`src/design/kcr_pkg.sv`:
```
// Shared types, constants and helper functions of the keyboard command responder.
// Depends on nothing; imported by every module of the block.
`default_nettype none

package kcr_pkg;

    localparam int QUEUE_DEPTH = 16;
    localparam int QPTR_W      = (QUEUE_DEPTH > 1) ? $clog2(QUEUE_DEPTH) : 1;
    localparam int QCNT_W      = $clog2(QUEUE_DEPTH + 1);

    localparam int BYTE_W      = 8;
    localparam int TIMEOUT_W   = 16;
    localparam int CFG_DATA_W  = 16;
    localparam int CFG_IDX_W   = 2;

    // Register indexes of the configuration port.
    localparam logic [CFG_IDX_W-1:0] REG_INQ_TIMEOUT = 2'd0;
    localparam logic [CFG_IDX_W-1:0] REG_MODEL_REPLY = 2'd1;
    localparam logic [CFG_IDX_W-1:0] REG_TEST_REPLY  = 2'd2;

    localparam logic [TIMEOUT_W-1:0] TIMEOUT_RESET = 16'd250;
    localparam logic [BYTE_W-1:0]    MODEL_RESET   = 8'h05;
    localparam logic [BYTE_W-1:0]    TEST_RESET    = 8'h7D;

    // Host commands.
    localparam logic [BYTE_W-1:0] CMD_POLL       = 8'h10;
    localparam logic [BYTE_W-1:0] CMD_POLL_NOW   = 8'h14;
    localparam logic [BYTE_W-1:0] CMD_MODEL      = 8'h16;
    localparam logic [BYTE_W-1:0] CMD_SELF_CHECK = 8'h36;

    // Special reply codes.
    localparam logic [BYTE_W-1:0] CODE_NULL   = 8'h7B;
    localparam logic [BYTE_W-1:0] CODE_KEYPAD = 8'h79;

    localparam logic [TIMEOUT_W-1:0] ELAPSED_MAX = '1;

    typedef enum logic [1:0] {
        OP_CMD  = 2'd0,
        OP_KEY  = 2'd1,
        OP_TICK = 2'd2
    } op_t;

    typedef enum logic [1:0] {
        KIND_KEY    = 2'd0,
        KIND_NULL   = 2'd1,
        KIND_KEYPAD = 2'd2,
        KIND_FIXED  = 2'd3
    } kind_t;

    // Requests from the engine to the key queue.
    typedef struct packed {
        logic              push;
        logic              pop;
        logic [BYTE_W-1:0] push_data;
    } queue_ctrl_t;

    // Status of the key queue seen by the engine.
    typedef struct packed {
        logic              empty;
        logic              full;
        logic [BYTE_W-1:0] head_data;
    } queue_stat_t;

    // Maps an arrow key (press or release) to its keypad code; zero otherwise.
    function automatic logic [BYTE_W-1:0] arrow_code(input logic [BYTE_W-1:0] k);
        logic [BYTE_W-1:0] rel;
        rel = k & 8'h80;
        case (k & 8'h7F)
            8'h7F:   arrow_code = 8'h0D | rel;
            8'h7E:   arrow_code = 8'h05 | rel;
            8'h7D:   arrow_code = 8'h1B | rel;
            8'h7C:   arrow_code = 8'h11 | rel;
            default: arrow_code = '0;
        endcase
    endfunction

endpackage

`default_nettype wire

```
`src/design/kcr_queue.sv`:
```
// Key FIFO of the keyboard command responder: register array with head and count.
// Depends on kcr_pkg.
`default_nettype none

module kcr_queue
    import kcr_pkg::*;
(
    input  wire logic        aclk,
    input  wire logic        aresetn,
    input  wire queue_ctrl_t ctrl,
    output queue_stat_t      stat
);

    localparam int SUM_W = QCNT_W + 1;

    logic [BYTE_W-1:0] mem_reg [QUEUE_DEPTH];
    logic [QPTR_W-1:0] head_reg, head_next;
    logic [QCNT_W-1:0] count_reg, count_next;
    logic [SUM_W-1:0]  tail_sum;
    logic [QPTR_W-1:0] tail;

    always_comb begin
        tail_sum = SUM_W'(head_reg) + SUM_W'(count_reg);
        if (tail_sum >= SUM_W'(QUEUE_DEPTH)) begin
            tail_sum = tail_sum - SUM_W'(QUEUE_DEPTH);
        end
        tail = tail_sum[QPTR_W-1:0];
    end

    always_comb begin
        head_next  = head_reg;
        count_next = count_reg;
        if (ctrl.pop) begin
            head_next  = (head_reg == QPTR_W'(QUEUE_DEPTH - 1)) ? '0 : head_reg + 1'b1;
            count_next = count_reg - 1'b1;
        end else if (ctrl.push) begin
            count_next = count_reg + 1'b1;
        end
    end

    always_ff @(posedge aclk) begin
        if (!aresetn) begin
            head_reg  <= '0;
            count_reg <= '0;
        end else begin
            head_reg  <= head_next;
            count_reg <= count_next;
        end
    end

    // Entries are only read after being written, so the array needs no reset.
    always_ff @(posedge aclk) begin
        if (ctrl.push && !ctrl.pop) begin
            mem_reg[tail] <= ctrl.push_data;
        end
    end

    assign stat.empty     = (count_reg == '0);
    assign stat.full      = (count_reg == QCNT_W'(QUEUE_DEPTH));
    assign stat.head_data = mem_reg[head_reg];

endmodule

`default_nettype wire

```
`src/design/kcr_engine.sv`:
```
// Decision logic of the keyboard command responder: configuration registers,
// inquiry and keypad state, and the reply for one request. Depends on kcr_pkg.
`default_nettype none

module kcr_engine
    import kcr_pkg::*;
(
    input  wire logic                  aclk,
    input  wire logic                  aresetn,
    input  wire logic                  cfg_wr_en,
    input  wire logic [CFG_IDX_W-1:0]  cfg_index,
    input  wire logic [CFG_DATA_W-1:0] cfg_wdata,
    input  wire logic                  fire,
    input  wire op_t                   op,
    input  wire logic [BYTE_W-1:0]     cmd_byte,
    input  wire logic [BYTE_W-1:0]     key_byte,
    input  wire queue_stat_t           q_stat,
    output queue_ctrl_t                q_ctrl,
    output logic                       res_valid,
    output logic [BYTE_W-1:0]          res_byte,
    output kind_t                      res_kind
);

    logic [TIMEOUT_W-1:0] timeout_reg;
    logic [BYTE_W-1:0]    model_reg;
    logic [BYTE_W-1:0]    test_reg;

    logic                 inq_wait_reg, inq_wait_next;
    logic [TIMEOUT_W-1:0] elapsed_reg, elapsed_next;
    logic                 kp_wait_reg, kp_wait_next;
    logic [BYTE_W-1:0]    arrow_reg, arrow_next;

    logic [BYTE_W-1:0]    answer_src;
    logic [BYTE_W-1:0]    answer_arrow;
    logic [TIMEOUT_W-1:0] elapsed_inc;

    always_ff @(posedge aclk) begin
        if (!aresetn) begin
            timeout_reg <= TIMEOUT_RESET;
            model_reg   <= MODEL_RESET;
            test_reg    <= TEST_RESET;
        end else if (cfg_wr_en) begin
            case (cfg_index)
                REG_INQ_TIMEOUT: timeout_reg <= cfg_wdata;
                REG_MODEL_REPLY: model_reg   <= cfg_wdata[BYTE_W-1:0];
                REG_TEST_REPLY:  test_reg    <= cfg_wdata[BYTE_W-1:0];
                default: ;
            endcase
        end
    end

    // A key answering an inquiry comes either from the source or from the queue.
    assign answer_src   = (op == OP_KEY) ? key_byte : q_stat.head_data;
    assign answer_arrow = arrow_code(answer_src);
    assign elapsed_inc  = (elapsed_reg == ELAPSED_MAX) ? elapsed_reg : elapsed_reg + 1'b1;

    always_comb begin
        inq_wait_next    = inq_wait_reg;
        elapsed_next     = elapsed_reg;
        kp_wait_next     = kp_wait_reg;
        arrow_next       = arrow_reg;
        q_ctrl.push      = 1'b0;
        q_ctrl.pop       = 1'b0;
        q_ctrl.push_data = key_byte;
        res_valid        = 1'b0;
        res_byte         = '0;
        res_kind         = KIND_KEY;

        if (fire) begin
            case (op)
                OP_CMD: begin
                    if (kp_wait_reg) begin
                        kp_wait_next = 1'b0;
                        if (cmd_byte == CMD_POLL_NOW) begin
                            res_valid = 1'b1;
                            res_byte  = arrow_reg;
                        end
                    end else begin
                        inq_wait_next = 1'b0;
                        elapsed_next  = '0;
                        case (cmd_byte)
                            CMD_POLL: begin
                                if (!q_stat.empty) begin
                                    q_ctrl.pop = 1'b1;
                                    res_valid  = 1'b1;
                                    if (answer_arrow != '0) begin
                                        kp_wait_next = 1'b1;
                                        arrow_next   = answer_arrow;
                                        res_byte     = CODE_KEYPAD;
                                        res_kind     = KIND_KEYPAD;
                                    end else begin
                                        res_byte = answer_src;
                                    end
                                end else begin
                                    inq_wait_next = 1'b1;
                                end
                            end
                            CMD_POLL_NOW: begin
                                res_valid = 1'b1;
                                if (!q_stat.empty) begin
                                    q_ctrl.pop = 1'b1;
                                    res_byte   = q_stat.head_data;
                                end else begin
                                    res_byte = CODE_NULL;
                                    res_kind = KIND_NULL;
                                end
                            end
                            CMD_MODEL: begin
                                res_valid = 1'b1;
                                res_byte  = model_reg;
                                res_kind  = KIND_FIXED;
                            end
                            CMD_SELF_CHECK: begin
                                res_valid = 1'b1;
                                res_byte  = test_reg;
                                res_kind  = KIND_FIXED;
                            end
                            default: ;
                        endcase
                    end
                end
                OP_KEY: begin
                    if (inq_wait_reg) begin
                        inq_wait_next = 1'b0;
                        elapsed_next  = '0;
                        res_valid     = 1'b1;
                        if (answer_arrow != '0) begin
                            kp_wait_next = 1'b1;
                            arrow_next   = answer_arrow;
                            res_byte     = CODE_KEYPAD;
                            res_kind     = KIND_KEYPAD;
                        end else begin
                            res_byte = answer_src;
                        end
                    end else if (!q_stat.full) begin
                        q_ctrl.push = 1'b1;
                    end
                end
                OP_TICK: begin
                    if (inq_wait_reg) begin
                        elapsed_next = elapsed_inc;
                        if (elapsed_inc >= timeout_reg) begin
                            inq_wait_next = 1'b0;
                            elapsed_next  = '0;
                            res_valid     = 1'b1;
                            res_byte      = CODE_NULL;
                            res_kind      = KIND_NULL;
                        end
                    end
                end
                default: ;
            endcase
        end
    end

    always_ff @(posedge aclk) begin
        if (!aresetn) begin
            inq_wait_reg <= 1'b0;
            elapsed_reg  <= '0;
            kp_wait_reg  <= 1'b0;
            arrow_reg    <= '0;
        end else begin
            inq_wait_reg <= inq_wait_next;
            elapsed_reg  <= elapsed_next;
            kp_wait_reg  <= kp_wait_next;
            arrow_reg    <= arrow_next;
        end
    end

endmodule

`default_nettype wire

```
`src/design/keyboard_command_responder.sv`:
```
// Each request is decided in a single registered pass, from the input to the output register.
// Throughput: one request per cycle while the output register is free or being emptied.
// A request is accepted while a reply waits, as long as the input register can move on.
// Reset: aresetn is synchronous and active low; it empties the key queue, cancels any
// inquiry or keypad sequence and loads the registers with their default values.
// Top level of the keyboard command responder; depends on kcr_pkg, kcr_queue, kcr_engine.
`default_nettype none

module keyboard_command_responder
    import kcr_pkg::*;
(
    input  wire logic                  aclk,
    input  wire logic                  aresetn,

    // Configuration write port: index 0 inquiry timeout in ms, 1 model reply, 2 test reply.
    input  wire logic                  cfg_wr_en,
    input  wire logic [CFG_IDX_W-1:0]  cfg_index,
    input  wire logic [CFG_DATA_W-1:0] cfg_wdata,

    // Request channel.
    input  wire logic                  s_tvalid,
    output logic                       s_tready,
    input  wire logic [15:0]           s_tdata,   // [7:0] cmd_byte, [15:8] key_byte
    input  wire logic [1:0]            s_tuser,   // [1:0] op

    // Reply channel.
    output logic                       m_tvalid,
    input  wire logic                  m_tready,
    output logic [7:0]                 m_tdata,   // [7:0] reply_byte
    output logic [1:0]                 m_tuser    // [1:0] reply_kind
);

    // Input register: holds one request until the decision stage takes it.
    logic              in_valid_reg, in_valid_next;
    op_t               in_op_reg;
    logic [BYTE_W-1:0] in_cmd_reg;
    logic [BYTE_W-1:0] in_key_reg;

    // Output register: holds one reply until the sink takes it.
    logic              out_valid_reg, out_valid_next;
    logic [BYTE_W-1:0] out_byte_reg;
    kind_t             out_kind_reg;

    logic              s_fire;
    logic              proc_fire;
    logic              res_valid;
    logic [BYTE_W-1:0] res_byte;
    kind_t             res_kind;
    queue_ctrl_t       q_ctrl;
    queue_stat_t       q_stat;

    // The held request is decided when the output register is free or being emptied.
    // Requests that give no reply wait for the same condition, which keeps order simple.
    assign proc_fire = in_valid_reg && (!out_valid_reg || m_tready);
    assign s_tready  = !in_valid_reg || proc_fire;
    assign s_fire    = s_tvalid && s_tready;

    always_comb begin
        in_valid_next = in_valid_reg;
        if (s_fire) begin
            in_valid_next = 1'b1;
        end else if (proc_fire) begin
            in_valid_next = 1'b0;
        end
    end

    always_comb begin
        out_valid_next = out_valid_reg;
        if (proc_fire) begin
            out_valid_next = res_valid;
        end else if (m_tready) begin
            out_valid_next = 1'b0;
        end
    end

    always_ff @(posedge aclk) begin
        if (!aresetn) begin
            in_valid_reg  <= 1'b0;
            out_valid_reg <= 1'b0;
        end else begin
            in_valid_reg  <= in_valid_next;
            out_valid_reg <= out_valid_next;
        end
    end

    always_ff @(posedge aclk) begin
        if (s_fire) begin
            in_op_reg  <= op_t'(s_tuser);
            in_cmd_reg <= s_tdata[7:0];
            in_key_reg <= s_tdata[15:8];
        end
    end

    always_ff @(posedge aclk) begin
        if (proc_fire && res_valid) begin
            out_byte_reg <= res_byte;
            out_kind_reg <= res_kind;
        end
    end

    kcr_queue u_queue (
        .aclk    (aclk),
        .aresetn (aresetn),
        .ctrl    (q_ctrl),
        .stat    (q_stat)
    );

    kcr_engine u_engine (
        .aclk      (aclk),
        .aresetn   (aresetn),
        .cfg_wr_en (cfg_wr_en),
        .cfg_index (cfg_index),
        .cfg_wdata (cfg_wdata),
        .fire      (proc_fire),
        .op        (in_op_reg),
        .cmd_byte  (in_cmd_reg),
        .key_byte  (in_key_reg),
        .q_stat    (q_stat),
        .q_ctrl    (q_ctrl),
        .res_valid (res_valid),
        .res_byte  (res_byte),
        .res_kind  (res_kind)
    );

    assign m_tvalid = out_valid_reg;
    assign m_tdata  = out_byte_reg;
    assign m_tuser  = out_kind_reg;

endmodule

`default_nettype wire

```
`config.mk`:
```
export PLATFORM = sky130hd
export DESIGN_NAME = keyboard_command_responder
export DESIGN_NICKNAME = d
export VERILOG_FILES = /design/src/design/kcr_pkg.sv /design/src/design/kcr_queue.sv /design/src/design/kcr_engine.sv /design/src/design/keyboard_command_responder.sv
export SDC_FILE = /design/constraint.sdc
export NUM_CORES = 1
export LEC_CHECK = 0
export BUFFER_PORTS_ARGS = -buffer_cell sky130_fd_sc_hd__buf_2
export CAP_MARGIN = 20
export CORE_MARGIN = 3
export CORE_UTILIZATION = 50
export CTS_CLUSTER_SIZE = 16
export DETAILED_ROUTE_END_ITERATION = 7
export PLACE_DENSITY = 0.77
export SETUP_SLACK_MARGIN = 0.1
export SKIP_CTS_REPAIR_TIMING = 1
export SLEW_MARGIN = 0
export SYNTH_ARGS = -nofsm -noshare
export SYNTH_HDL_FRONTEND = slang
export SYNTH_SLANG_ARGS = --single-unit
```
`constraint.sdc`:
```
create_clock -name aclk -period 6.35 [get_ports aclk]
set_input_delay 0.3175 -clock aclk [delete_from_list [all_inputs] [get_ports aclk]]
set_output_delay 0.3175 -clock aclk [all_outputs]
set_load 0.01 [all_outputs]
```
* Yosys cells after proc, flatten, opt, wreduce, memory -nomap -nowiden
Memories as Yosys holds them, arrays and structs flattened. A register that Yosys moved wholly into a read port is not among the register bits. Cells that the tools add are included.
Cells by class: multiply operators 0, shifts and indexed selects 0, mux-type cells 74, reduce and logical (&&, ||, !) cells 28, order comparisons 2, bitwise logic cells 0, add/subtract/negate cells 6, div/mod/pow operators 0, equality and inequality tests 21
Operators by type and width (number):
- two-way mux 8 bit | 13
- two-way mux 16 bit | 5
- case mux 8 bit (4 select lines) | 2
- case mux 16 bit (3 select lines) | 1
- two-way mux 1 bit | 32
- == test 7 bit, second input constant | 4
- == test 8 x 5 -> 1 bit, second input constant | 3
- case mux 8 bit (3 select lines) | 1
- adder 16 x 1 -> 16 bit, second input constant | 1
- == test 16 bit, second input constant | 1
- >= comparator 16 bit | 1
- two-way mux 4 bit | 4
- case mux 8 bit (2 select lines) | 1
- two-way mux 2 bit | 6
- case mux 2 bit (3 select lines) | 2
- two-way mux 5 bit | 2
- == test 8 x 6 -> 1 bit, second input constant | 1
- != test 2 bit, second input constant | 4
- nonzero test 2 bit | 4
- nonzero test 8 bit | 1
- two-way mux 7 bit | 1
- adder 4 x 5 -> 6 bit | 1
- >= comparator 6 x 5 -> 1 bit, second input constant | 1
- case mux 1 bit (3 select lines) | 2
- other kinds (23) | 37
Word-level totals: output and inout bits 12, RAM bits 128, memories kept 1, flip-flop bits (word level) 97, bits in read-only memories 0, latch bits 0, logic and storage cells 148, bits of input ports 41
Memory list:
- u_queue.mem_reg | words 16, width 8, rd ports 1, clocked after memory_dff 1, write ports 1, RTL line kcr_queue.sv:16 | logic [BYTE_W-1:0] mem_reg [QUEUE_DEPTH];

* Logic depth before layout (Yosys ltp)
depth in word-level cells 10, depth in mapped cells 15, gate-level depth less buffers 13

* Modules after synthesis
Synthesis repeated with hierarchy kept, for this count alone.
Second synthesis, totals: cells, all modules 834, area, all modules 10426.2 µm²
By module, submodules not included:
- kcr_queue | cells each 300, times used 1, area each 5735.5 µm², seq. area each 4103.9 µm²
- kcr_engine | cells each 493, times used 1, area each 3737.3 µm², seq. area each 1121.1 µm²
- keyboard_command_responder | cells each 41, times used 1, area each 953.4 µm², seq. area each 880.8 µm²

* Worst setup path before layout
No wires, ideal clock.
kind flip-flop to flip-flop, start point register u_engine.elapsed_reg[0], end point register out_valid_reg (netlist: m_tvalid), library setup time 116 ps, stages on the path, launching flop included 14, clock period less this slack 4084 ps, data arrival time 3968 ps, data required time 6234 ps, path buffers 1, path slack 2266 ps, path through dfxtp_1 > ha_1 > nand4_1 > or3_1 > clkbuf_1 > and3_1 > xor2_1 > ha_1 > a21o_1 > a21o_1 > a221o_1 > o31ai_1 > a31oi_1 > o21a_1
On the way: longest elaborated chain between the ends 8, elaborated cells between the ends (all ways) 9, classes of those cells 1 x add/sub; 1 x order compare; 1 x eq/ne; 6 x mux
Ends and longest elaborated chain:
- start: declaration | RTL line kcr_engine.sv:29 | logic [TIMEOUT_W-1:0] elapsed_reg, elapsed_next;
- start signal: assignment | RTL line kcr_engine.sv:164 | elapsed_reg <= elapsed_next;
- adder 16 x 1 -> 16 bit / == test 16 bit (equally long branches) | RTL line kcr_engine.sv:55 | assign elapsed_inc = (elapsed_reg == ELAPSED_MAX) ? elapsed_reg : elapsed_reg + 1'b1;
- two-way mux 16 bit * | RTL line kcr_engine.sv:55
- >= comparator 16 bit * | RTL line kcr_engine.sv:142 | if (elapsed_inc >= timeout_reg) begin
- two-way mux 1 bit * | RTL line kcr_engine.sv:142
- two-way mux 1 bit * | RTL line kcr_engine.sv:140 | if (inq_wait_reg) begin
- case mux 1 bit (3 select lines) * | RTL line kcr_engine.sv:70 | case (op)
- two-way mux 1 bit * | RTL line kcr_engine.sv:69 | if (fire) begin
- two-way mux 1 bit * | RTL line keyboard_command_responder.sv:69 | if (proc_fire) begin
- named net out_valid_next | RTL line keyboard_command_responder.sv:40 | logic out_valid_reg, out_valid_next;
- end signal: assignment | RTL line keyboard_command_responder.sv:82 | out_valid_reg <= out_valid_next;
- end: declaration | RTL line keyboard_command_responder.sv:40
Mark *: on every way through the listed nets, which the timed path passes. The rest lies on a longest branch. A chain may end at the register's enable or synchronous reset.

* Worst setup path in the final report
start point register u_engine.elapsed_reg[0], end point register out_kind_reg[0] (netlist: m_tuser[0]), enable pin
On the way: longest elaborated chain between the ends 8, elaborated cells between the ends (all ways) 9, classes of those cells 1 x add/sub; 1 x order compare; 1 x eq/ne; 5 x mux; 1 x reduce/logical
Ends and longest elaborated chain:
- adder 16 x 1 -> 16 bit / == test 16 bit (equally long branches) | RTL line kcr_engine.sv:55
- two-way mux 16 bit * | RTL line kcr_engine.sv:55
- >= comparator 16 bit * | RTL line kcr_engine.sv:142
- two-way mux 1 bit * | RTL line kcr_engine.sv:142
- two-way mux 1 bit * | RTL line kcr_engine.sv:140
- case mux 1 bit (3 select lines) * | RTL line kcr_engine.sv:70
- two-way mux 1 bit * | RTL line kcr_engine.sv:69
- logical AND 1 bit * | RTL line keyboard_command_responder.sv:95 | if (proc_fire && res_valid) begin
- end signal: assignment | RTL line keyboard_command_responder.sv:97 | out_kind_reg <= res_kind;
- end: declaration | RTL line keyboard_command_responder.sv:42 | kind_t out_kind_reg;
Every way passes the cells marked *; elsewhere a longest branch is shown, timed or not.

==> run summary <==
Status: complete, no violations
Final critical-path required period: 4870 ps
Die Wd: 150 microns
Total wire length: 23.4 mm
Yosys warns: 0
Wire per inst: 19.9 microns
PwrDens: 266 nW/um^2
#FFs+latches synth: 227
Vias/cell: 5.88
Clock sinks: 227
Netlist cell types: 66
Final hold vios: 0
Number of flops mapped to enable cells by yosys: 156
Placer congestion estimate: 0.921
# diodes: 0
Max-cap viol count: 0
Grt ovf: 0
First-pass iteration count of the detailed router: 5
Max VDD drop: 0.217 mV
Worst path required time: 6610 ps
Mapped Cells: 826
F_max: 0.205 GHz
CP Max Fanout: 9
Top-count cell post-synth: edfxtp_1
CTS tree: built
Row count: 52
Syn Area/Cell: 12.6 sq um
Via count: 6898
Initial Utilization: 51.1%
Share of cells above drive strength 1: 17.3%
Core ar.: 20400 sq um
Worst rel slew slack: 22.4%
Final TNS setup: 0 ps
Vias in the first global route: 6620
CP endpoint kind: flip-flop
H-tree Lvls: 1
Most area-hungry cell type in the Yosys netlist: edfxtp_1
DRT iter0 DRCs: 743
Leak: 4.14 nW
Seq/Total Area, Yosys: 58.7%
Fin Clk Skew: 14.5 ps
Post-DRT Antenna Nets: 0
Worst EP arrival: 5130 ps
Max reg flops: 128
Fin crit share: 76.6%
CP max stage delay: 930 ps
Total GRT Usage: 20.7%
Largest net degree at the start of global routing: 59
Bufs on Longest Clock Path: 3
Layout area overhead: 13.9%
CTS buffer count: 23
Hold Path Class: input port to flip-flop
Cell Area, Synth: 10400 sq um
Global-route wire length before repair: 36.5 mm
Port Buf Inserts: 52
Syn nets: 898
Die span in y: 150 microns
FILL cells: 1570
Worst Tran Pin Value: 1150 ps
Die area: 22600 sq um
Setup-failing EPs final: 0
Worst path cell trace: ha_1 -> nand4_1 -> or3_1 -> and3_1 -> xor2_1 -> ha_1 -> a21o_1 -> a21o_1 -> a221o_1 -> o31ai_1 -> a31oi_1 -> buf_4
CP max-delay cell: o31ai_1
Synth top area share: 45.0%
RSZ-0062 raised after global routing: false
DP HPWL: 15.2 mm
Post-synth top cells: edfxtp_1 (156), nand2_1 (95), dfxtp_1 (71), nor2_1 (60), a21oi_1 (42)
Initial antenna violation count: 0
Clock Pin Slew Worst Setup and Hold Paths: 60 ps
Clock latency on the worst-skew pair: 510 ps
I/O pin cnt: 53
Ranking of synthesized cells by area: edfxtp_1 (45%), dfxtp_1 (14%), mux4_2 (7.4%)
Asr flop ratio synth: 0%
DRC viols: 0
Post-synth top flop: edfxtp_1
Final nets: 959
Clock root buffer: clkbuf_16
Critical Path Start Type: flip-flop
Crit Path Category: flip-flop to flip-flop
Final Power: 3.15 mW
Max-slew violation count: 0
-- cell usage in the layout (no fill, tap or decap), types with 4 or more instances in the layout --
cell type	n
edfxtp_1	156
nand2_1	95
dfxtp_1	71
nor2_1	60
buf_2	52
a21oi_1	42
mux4_2	34
inv_1	32
mux2i_1	30
ha_1	29
clkbuf_16	24
nand3_1	21
o21ai_0	19
dlygate4sd3_1	18
xnor2_1	16
nor4_1	14
mux2_2	10
and2_1	8
nor3_1	8
a31oi_1	8
a21o_1	8
o211ai_1	8
nand2b_1	7
nand4_1	6
xor2_1	6
or2_2	6
a211oi_1	6
o22a_1	6
buf_4	6
nor2b_1	5
or3_1	5
nor4b_1	5
clkbuf_1	5
clkinv_2	5
o21a_1	4
o41ai_1	4
-- metrics by stage --
stage / util [%] / hold WS (ps) / worst slack (ps) / std cells / area (sq um)
2_1_floorplan: - / 416 / 2270 / 826 / 10400
3_3_place_gp: 53.3 / 443 / 1530 / 1111 / 10900
3_5_place_dp: 53.4 / 449 / 1400 / 1112 / 10900
4_1_cts: 57.1 / -36.4 / 1370 / 1153 / 11600
5_1_grt: 58.1 / 54.7 / 1310 / 1173 / 11800
6_report: 58.1 / 49.9 / 1480 / 1173 / 11800
-- worst max-delay path, delay by kind of cell (launching register included) --
family	cells	cell delay, ps
xor+xnor	1	150
compound gates	5	2070
buf+inv	1	310
simple gates	3	1090
fa+ha+maj	2	570
flops	1	430
-- routing by layer --
metal  wire length, microns  part of all wire [%]  global-route usage [%]
met5                      0                     0                       0
met4                    639                   2.7                    6.04
met3                   1680                   7.2                    3.79
met2                  11300                    48                    33.7
met1                   9730                    42                    28.6
-- cell families (layout without fill, tap and decap cells) --
group,after synthesis,count (layout),synth area share [%]
DFF,227,227,58.7
AOI/OAI and AO/OA,138,138,9.00
adders and majority gates,31,31,3.87
xor gates and xnor gates,22,22,1.85
and+or+nand+nor,260,260,12.3
muxes,74,74,11.3
buffers and inverters,74,151,2.89
-- final cells by class --
class	count	area, sq um	area share, %
multi-input combinational	525	4000	33.8
tap	270	338	2.85
sequential	227	6110	51.6
inverter	32	120	1.01
timing repair buffer	78	512	4.32
clock buffer	30	633	5.35
clock inverter	11	134	1.13
-- power breakdown --
group	internal (mW)	total [mW]	switching (mW)
combinational	0.0533	0.131	0.0778
sequential	1.61	1.64	0.0350
clock	0.826	1.37	0.548
-- path summary, 6_finish.rpt --
path	startpoint	end	slack [ps]	depth (start not counted)
hold / removal	s_tvalid	in_valid_reg	50	3
hold reg to reg	u_engine.test_reg[7]	u_engine.test_reg[7]	460	2
setup / recovery	u_engine.elapsed_reg[0]	m_tuser[0]	1480	12
setup reg to reg	u_engine.elapsed_reg[0]	m_tuser[0]	1480	12
No activity file was read; power rests on OpenSTA's default activity.
